[config.mk]
export PLATFORM = sky130hd
export DESIGN_NAME = vertical_motion_blur_top
export DESIGN_NICKNAME = d
export VERILOG_FILES = /design/src/hw/rtl/vmb_pkg.sv /design/src/hw/rtl/vmb_cell.sv /design/src/hw/rtl/vmb_blend.sv /design/src/hw/rtl/vertical_motion_blur_top.sv
export SDC_FILE = /design/constraint.sdc
export NUM_CORES = 2
export LEC_CHECK = 0
export ABC_AREA = 1
export BUFFER_PORTS_ARGS = -buffer_cell sky130_fd_sc_hd__buf_2
export CAP_MARGIN = 20
export CORE_ASPECT_RATIO = 0.75
export CORE_MARGIN = 5
export CORE_UTILIZATION = 55
export CTS_CLUSTER_DIAMETER = 100
export DETAILED_ROUTE_END_ITERATION = 10
export PLACE_DENSITY = 0.7
export SETUP_SLACK_MARGIN = 0.02
export SYNTH_ARGS = -nofsm -noshare
export SYNTH_HDL_FRONTEND = slang
export SYNTH_HIERARCHICAL = 1
export SYNTH_SLANG_ARGS = --single-unit
export TNS_END_PERCENT = 10
[constraint.sdc]
create_clock -name clk -period 8.05 [get_ports clk]
set_input_delay 1.61 -clock clk [delete_from_list [all_inputs] [get_ports clk]]
set_output_delay 1.61 -clock clk [all_outputs]
set_load 0.02 [all_outputs]
[src/hw/rtl/vmb_pkg.sv]
// Shared constants, types and the reciprocal table for the vertical motion blur.
package vmb_pkg;

  localparam int MAX_BLUR = 16;
  localparam int CHAN_W   = 8;
  localparam int PIX_W    = 3 * CHAN_W;
  localparam int BLUR_W   = 5;
  localparam int CNT_W    = $clog2(MAX_BLUR + 1);
  localparam int IDX_W    = (MAX_BLUR > 1) ? $clog2(MAX_BLUR) : 1;
  localparam int CMP_W    = (CNT_W > BLUR_W) ? CNT_W : BLUR_W;
  localparam int SUM_W    = CHAN_W + CNT_W;
  localparam int SHIFT    = SUM_W + CNT_W;
  localparam int RECIP_W  = SHIFT + 1;
  localparam int DIV_N    = 2 ** CNT_W;
  localparam int PROD_W   = SUM_W + RECIP_W;

  localparam logic [BLUR_W-1:0] BLUR_RESET = BLUR_W'(4);

  typedef logic [RECIP_W-1:0] recip_tab_t [DIV_N];

  // ceil(2^SHIFT / d) for every nonzero divisor (entry 0 is zero), by shift and subtract. With this
  // rounding, (y * RECIP[d]) >> SHIFT equals floor(y / d) for all y below
  // 2^SUM_W and nonzero d below 2^CNT_W.
  function automatic recip_tab_t build_recip();
    recip_tab_t        tab;
    logic [RECIP_W:0]  num;
    logic [RECIP_W:0]  rem;
    logic [RECIP_W-1:0] quo;
    for (int d = 0; d < DIV_N; d++) begin
      tab[d] = '0;
      if (d != 0) begin
        num = (RECIP_W + 1)'(1) << SHIFT;
        num = num + (RECIP_W + 1)'(d - 1);
        rem = '0;
        quo = '0;
        for (int i = RECIP_W; i >= 0; i--) begin
          rem = {rem[RECIP_W-1:0], num[i]};
          if (rem >= (RECIP_W + 1)'(d)) begin
            rem = rem - (RECIP_W + 1)'(d);
            if (i < RECIP_W) begin
              quo[i] = 1'b1;
            end
          end
        end
        tab[d] = quo;
      end
    end
    return tab;
  endfunction

  localparam recip_tab_t RECIP = build_recip();

  typedef enum logic [2:0] {
    ST_IDLE,
    ST_SUM,
    ST_MIX,
    ST_SCALE,
    ST_DONE
  } state_t;

  typedef struct packed {
    logic load;
    logic rotate;
  } cell_ctrl_t;

  typedef struct packed {
    logic load;
    logic acc;
    logic mix;
    logic scale;
  } blend_ctrl_t;

endpackage

[src/hw/rtl/vmb_cell.sv]
// One pixel cell of the column window chain.
module vmb_cell import vmb_pkg::*; (
  input  logic             clk,
  input  cell_ctrl_t       ctrl,
  input  logic [PIX_W-1:0] from_prev,
  input  logic [PIX_W-1:0] from_next,
  output logic [PIX_W-1:0] pix
);

  // A load pushes the chain one place away from the head; a rotate pulls
  // every cell one place toward the head, with the head wrapping to the tail.
  always_ff @(posedge clk) begin
    if (ctrl.load) begin
      pix <= from_prev;
    end else if (ctrl.rotate) begin
      pix <= from_next;
    end
  end

endmodule

[src/hw/rtl/vmb_blend.sv]
// Per-channel accumulator and half-and-half blend with reciprocal divide.
module vmb_blend import vmb_pkg::*; (
  input  logic              clk,
  input  blend_ctrl_t       ctrl,
  input  logic [CHAN_W-1:0] pix_in,
  input  logic [CHAN_W-1:0] head,
  input  logic [CNT_W-1:0]  d,
  output logic [CHAN_W-1:0] cur,
  output logic [CHAN_W-1:0] q
);

  logic [SUM_W-1:0]  sum;
  logic [SUM_W-1:0]  half;
  logic [SUM_W-1:0]  weighted;
  logic [SUM_W:0]    mix_num;
  logic [PROD_W-1:0] prod;

  assign weighted = SUM_W'(cur) * SUM_W'(d);
  assign mix_num  = (SUM_W + 1)'(sum) + (SUM_W + 1)'(weighted);
  assign prod     = PROD_W'(half) * PROD_W'(RECIP[d]);

  // floor(x / 2d) is taken as floor(floor(x / 2) / d).
  always_ff @(posedge clk) begin
    if (ctrl.load) begin
      cur <= pix_in;
      sum <= '0;
    end else if (ctrl.acc) begin
      sum <= sum + SUM_W'(head);
    end
    if (ctrl.mix) begin
      half <= mix_num[SUM_W:1];
    end
    if (ctrl.scale) begin
      q <= prod[SHIFT +: CHAN_W];
    end
  end

endmodule

[src/hw/rtl/vertical_motion_blur_top.sv]
// Vertical motion blur: pixel window chain, control sequencer and output register.
// A pixel steps through ST_SUM, ST_MIX, ST_SCALE and ST_DONE, which waits while a
// valid output is stalled; no new pixel is taken until the result is loaded. The window
// chain makes one full rotation per pixel to feed the channel sums.
// Reset clears the sequencer, the pixel count and out_valid and sets blur_amount
// to 4; window cells are not cleared, as only pixels of the current column are used.
module vertical_motion_blur_top import vmb_pkg::*; (
  input  logic              clk,
  input  logic              rst,
  input  logic              cfg_wr_en,
  input  logic [BLUR_W-1:0] cfg_wr_data,
  input  logic              in_valid,
  output logic              in_stall,
  input  logic [CHAN_W-1:0] pixel_red,
  input  logic [CHAN_W-1:0] pixel_green,
  input  logic [CHAN_W-1:0] pixel_blue,
  input  logic              column_start,
  output logic              out_valid,
  input  logic              out_stall,
  output logic [CHAN_W-1:0] out_red,
  output logic [CHAN_W-1:0] out_green,
  output logic [CHAN_W-1:0] out_blue
);

  state_t            state;
  state_t            state_next;
  logic [BLUR_W-1:0] blur_amount;
  logic [CNT_W-1:0]  count;
  logic [CNT_W-1:0]  n_reg;
  logic [CNT_W-1:0]  d_reg;
  logic [IDX_W-1:0]  step;

  logic              in_take;
  logic              out_load;
  logic              last_step;
  logic [CMP_W-1:0]  blur_ext;
  logic [CNT_W-1:0]  blur_sat;
  logic [CNT_W-1:0]  count_base;
  logic [CNT_W-1:0]  n_sel;
  logic [CNT_W-1:0]  d_sel;
  logic [CNT_W-1:0]  count_inc;

  cell_ctrl_t        cell_ctrl;
  blend_ctrl_t       blend_ctrl;
  logic [PIX_W-1:0]  cell_pix [MAX_BLUR];
  logic [PIX_W-1:0]  cur_pix;
  logic [PIX_W-1:0]  head_pix;
  logic [CHAN_W-1:0] cur_r, cur_g, cur_b;
  logic [CHAN_W-1:0] q_r, q_g, q_b;

  assign in_stall = (state != ST_IDLE);
  assign in_take  = in_valid && !in_stall;

  // Window size for this pixel: blur amount, capped, limited to pixels held.
  assign blur_ext   = CMP_W'(blur_amount);
  assign blur_sat   = (blur_ext > CMP_W'(MAX_BLUR)) ? CNT_W'(MAX_BLUR) : CNT_W'(blur_ext);
  assign count_base = column_start ? '0 : count;
  assign n_sel      = (blur_sat < count_base) ? blur_sat : count_base;
  assign d_sel      = (n_sel == '0) ? CNT_W'(1) : n_sel;
  assign count_inc  = (count_base == CNT_W'(MAX_BLUR)) ? count_base : count_base + 1'b1;
  assign last_step  = (step == IDX_W'(MAX_BLUR - 1));

  always_comb begin
    state_next       = state;
    cell_ctrl        = '0;
    blend_ctrl       = '0;
    out_load         = 1'b0;
    case (state)
      ST_IDLE: begin
        blend_ctrl.load = in_take;
        if (in_take) begin
          state_next = ST_SUM;
        end
      end
      ST_SUM: begin
        cell_ctrl.rotate = 1'b1;
        blend_ctrl.acc   = (CNT_W'(step) < n_reg);
        if (last_step) begin
          state_next = ST_MIX;
        end
      end
      ST_MIX: begin
        // The chain is back in order; the current pixel now enters it.
        cell_ctrl.load = 1'b1;
        blend_ctrl.mix = 1'b1;
        state_next     = ST_SCALE;
      end
      ST_SCALE: begin
        blend_ctrl.scale = 1'b1;
        state_next       = ST_DONE;
      end
      ST_DONE: begin
        if (!out_valid || !out_stall) begin
          out_load   = 1'b1;
          state_next = ST_IDLE;
        end
      end
      default: begin
        state_next = ST_IDLE;
      end
    endcase
  end

  always_ff @(posedge clk) begin
    if (rst) begin
      state <= ST_IDLE;
    end else begin
      state <= state_next;
    end
  end

  always_ff @(posedge clk) begin
    if (rst) begin
      blur_amount <= BLUR_RESET;
      count       <= '0;
      step        <= '0;
      n_reg       <= '0;
      d_reg       <= CNT_W'(1);
      out_valid   <= 1'b0;
    end else begin
      if (cfg_wr_en) begin
        blur_amount <= cfg_wr_data;
      end
      if (in_take) begin
        n_reg <= n_sel;
        d_reg <= d_sel;
        count <= count_inc;
        step  <= '0;
      end else if (state == ST_SUM) begin
        step <= step + 1'b1;
      end
      if (out_load) begin
        out_valid <= 1'b1;
      end else if (!out_stall) begin
        out_valid <= 1'b0;
      end
    end
  end

  always_ff @(posedge clk) begin
    if (out_load) begin
      out_red   <= q_r;
      out_green <= q_g;
      out_blue  <= q_b;
    end
  end

  assign cur_pix  = {cur_r, cur_g, cur_b};
  assign head_pix = cell_pix[0];

  for (genvar k = 0; k < MAX_BLUR; k++) begin : g_cell
    logic [PIX_W-1:0] prev_pix;
    logic [PIX_W-1:0] next_pix;
    if (k == 0) begin : g_head
      assign prev_pix = cur_pix;
    end else begin : g_body
      assign prev_pix = cell_pix[k-1];
    end
    if (k == MAX_BLUR - 1) begin : g_tail
      assign next_pix = cell_pix[0];
    end else begin : g_inner
      assign next_pix = cell_pix[k+1];
    end
    vmb_cell u_cell (
      .clk       (clk),
      .ctrl      (cell_ctrl),
      .from_prev (prev_pix),
      .from_next (next_pix),
      .pix       (cell_pix[k])
    );
  end

  vmb_blend u_blend_r (
    .clk    (clk),
    .ctrl   (blend_ctrl),
    .pix_in (pixel_red),
    .head   (head_pix[2*CHAN_W +: CHAN_W]),
    .d      (d_reg),
    .cur    (cur_r),
    .q      (q_r)
  );

  vmb_blend u_blend_g (
    .clk    (clk),
    .ctrl   (blend_ctrl),
    .pix_in (pixel_green),
    .head   (head_pix[CHAN_W +: CHAN_W]),
    .d      (d_reg),
    .cur    (cur_g),
    .q      (q_g)
  );

  vmb_blend u_blend_b (
    .clk    (clk),
    .ctrl   (blend_ctrl),
    .pix_in (pixel_blue),
    .head   (head_pix[0 +: CHAN_W]),
    .d      (d_reg),
    .cur    (cur_b),
    .q      (q_b)
  );

  a_take_starts_sum: assert property (@(posedge clk) disable iff (rst)
    in_take |=> (state == ST_SUM))
    else $error("accepted transaction did not start the window sum");

  a_mix_after_full_rotation: assert property (@(posedge clk) disable iff (rst)
    (state == ST_MIX) |-> ($past(state) == ST_SUM && $past(step) == IDX_W'(MAX_BLUR - 1)))
    else $error("window chain loaded before a full rotation");

  a_window_bounded: assert property (@(posedge clk) disable iff (rst)
    (state != ST_IDLE) |-> (n_reg <= count && d_reg != '0 && d_reg <= CNT_W'(MAX_BLUR)))
    else $error("window size out of range");

  a_result_from_done: assert property (@(posedge clk) disable iff (rst)
    $rose(out_valid) |-> ($past(state) == ST_DONE))
    else $error("result presented without a finished computation");

endmodule
==> results.py <==
metrics = {
    "run_status": {
        "status": "complete, no violations",
    },
    "clock_network": {
        "clockBufferDepth": 3,
        "postCtsSetupRepairBufs": 0,
        "cts_root_buffer": "clkbuf_16",
        "clkSinkCount": 561,
        "insertion_delay_ns": 0.69,
        "cts-resized-gates": 0,
        "h-tree-depth": 2,
        "cts.hold.buffers_added": 0,
        "cts_tree": "yes",
        "numCtsBuffers": 58,
        "path_clk_slew_ns": 0.06,
    },
    "yosys": {
        "yosysTopAreaCellShare_pct": 28.32,
        "synth_top_cell_by_area": "edfxtp_1",
        "yosysMostFrequentCell": "nand2_1",
        "syn-cell-area_sq_mm": 0.05249,
        "ys_seq_area_share_pct": 30.84,
        "synth_seq_cells": 561,
        "synth_top_cells_by_area": "edfxtp_1 28%, fa_1 23%, nand2_1 14%, inv_1 8.1%, ha_1 6.4%",
        "synthArstFlopShare_pct": 0,
        "ys_types": 64,
        "yosysWarnings": 6,
        "synth_edf_count": 495,
        "synth.avg_cell_area_sq_um": 8.534,
        "synth_common_cells": "1994 x nand2_1, 1133 x inv_1, 609 x fa_1, 509 x nor2_1, 495 x edfxtp_1",
        "syn_nets": 7063,
        "synthCells": 6151,
        "synth_ff_type": "edfxtp_1",
    },
    "place": {
        "dp.cells": 7308,
        "io_buffers": 60,
        "pre_cts_slack_ns": 1.107,
        "placed_cell_area_sq_mm": 0.05319,
        "gp_congestion": 0.9933,
        "hpwl_um": 107300,
    },
    "critical_path": {
        "reg2reg_slack_ns": 0.92,
        "worstPathArrival_ns": 7.49,
        "crit_start": "d_reg[0]",
        "crit_type": "reg -> reg",
        "r2r_cells": 24,
        "path_max_fanout": 15,
        "end_kind": "register",
        "startpoint_type": "register",
        "crit_buf_inv": 4,
        "worstSetupEndpoint": "u_blend_b/q[6]",
        "path_depth": 24,
        "critical_path.slowest_cell": "dfxtp_2",
        "rr_startpoint": "d_reg[0]",
        "crit_chain": "inv_1 > ha_1 > nand2_1 > o21ai_0 > a21oi_1 > o21ai_0 > nand2_1 > inv_1 > nor2_1 > fa_1 > fa_1 > fa_1 > fa_1 > inv_1 > fa_1 > inv_1 > ha_1 > a21oi_1 > a21boi_0 > o21ai_0 > a21oi_1 > nand2_1 > nand2_1 > nand2_1",
        "critPathTopFamily": "adder cells",
        "critPathMaxStageDelay_ns": 0.61,
        "cp.required_ns": 8.41,
        "reg2reg_to": "u_blend_b/q[6]",
    },
    "sta": {
        "period_minus_slack_ns": 7.132,
        "post-route-period-util_pct": 88.59,
        "worst_pin_slew_ns": 0.9601,
        "setup_ws_ns": 0.9182,
        "slew_headroom_pct": 36.00,
        "finalHoldViolations": 0,
        "skew_ns": 0.07983,
        "hold_slack_ns": 0.4153,
        "rsz0062_at_grt": "no",
        "setup_viol": 0,
        "finalSetupTns_ns": 0,
        "fmax_mhz": 140.2,
        "slew_violations": 0,
    },
    "layout": {
        "fin_cells": 7417,
        "top_register": "g_cell.u_cell/pix",
        "final_cell_area_sq_mm": 0.05506,
        "nets": 7030,
        "final_util_pct": 57.94,
        "area_delta_synth_final_pct": 4.903,
        "largest_reg_flops": 384,
        "layout-drive-gt1-share_pct": 6.878,
    },
    "floorplanning": {
        "rows": 98,
        "die_area_sq_mm": 0.1018,
        "ios": 61,
        "die_w_um": 366.7,
        "die_height_um": 277.5,
        "coreArea_sq_mm": 0.09503,
        "start_util_pct": 55.24,
    },
    "routing": {
        "drtIter0Drc": 4421,
        "ant_nets": 0,
        "vias": 40255,
        "firstDrtPassIters": 8,
        "drc": 0,
        "totalWireLength_um": 139000,
        "wl_per_cell_um": 18.75,
        "vias_per_cell": 5.427,
    },
    "global_route": {
        "gr-usage-all-layers_pct": 27.42,
        "antenna_found_initial": 4,
        "grt_pass1_vias": 40430,
        "grt_max_degree": 165,
        "grt_first_pass_wirelength_um": 222500,
        "grt-ovfl-total": 0,
    },
    "job": {
        "cap_viol_max_count": 0,
    },
    "power_and_ir_drop": {
        "powerDensity_mw_per_mm2": 271.1,
        "power.total_mw": 14.93,
        "p_leak_nw": 27.22,
        "max-vdd-ir-drop_mv": 0.2008,
    },
    "min_path": {
        "hp-class": "reg -> reg",
    },
}
final cells by class:
type,instances,area [sq um]
Antenna cell,2,5.005
Clock inverter,36,361.6
Multi-Input combinational cell,4239,30400
Tap cell,1250,1564
Sequential cell,561,16200
Fill cell,8706,39960
Clock buffer,71,1510
Timing Repair Buffer,79,467.9
Inverter,1179,4556
worst min path at each step:
stage,start,endpoint,slack [ns],cells past startpoint
floorplan,u_blend_b/q[0],out_blue[0],0.40,0
global placement,u_blend_g/q[1],out_green[1],0.40,0
detailed placement,u_blend_b/q[0],out_blue[0],0.40,0
CTS,u_blend_b/q[0],out_blue[0],0.42,0
global route,u_blend_b/q[3],out_blue[3],0.43,0
finish,u_blend_b/q[0],out_blue[0],0.42,0
cell usage in the layout, fill, tap and decap left out, drive strengths merged, types with 2 or more instances in the layout:
cell	count
xnor2	20
o221ai	3
nor2	523
a221oi	2
buf	79
clkinv	34
diode	2
a31oi	19
clkbuf	71
o22ai	8
o21ai	149
nor4	6
a21oi	158
o2111ai	7
ha	268
nand2	2137
o21bai	9
nor3b	2
nand4	20
o311ai	4
edfxtp	495
clkinvlp	6
o31ai	2
o211ai	17
dfxtp	66
o21a	4
inv	1172
a21o	21
a21boi	3
nand3	132
a32o	2
bufinv	3
or2	19
xor2	56
nor3	27
fa	609
nand3b	6
routing by layer:
layer  wire length (um)  global-route usage [%]
met5                 13                       0
met2              57850                   40.00
met1              64030                   42.16
met4               2762                   5.269
met3              14380                   6.434
cells by family after synthesis:
logic type	after synthesis	share of synthesized area (%)
simple gates	2873	22.25
buf+inv	1351	11.28
fa+ha+maj	877	29.61
flops	561	30.84
compound gates	413	4.736
xor+xnor	76	1.282
report_power, final:
group	switching (mW)	internal [mW]	leakage, nW
Combinational	5.15	2.63	21.1
Clock	1.23	1.45	0.892
Sequential	0.467	4.00	5.22
Total	6.85	8.08	27.2
worst register-to-register path: cells and delay by family (launching register included):
kind	cells	cell delay [ns]
AO/OA/AOI/OAI	7	1.41
adder cells (fa/ha/maj)	7	3.49
buffers and inverters	4	0.70
flip-flops	1	0.61
AND/OR/NAND/NOR	6	0.65
Note: power is estimated with default switching activity, not from simulation.
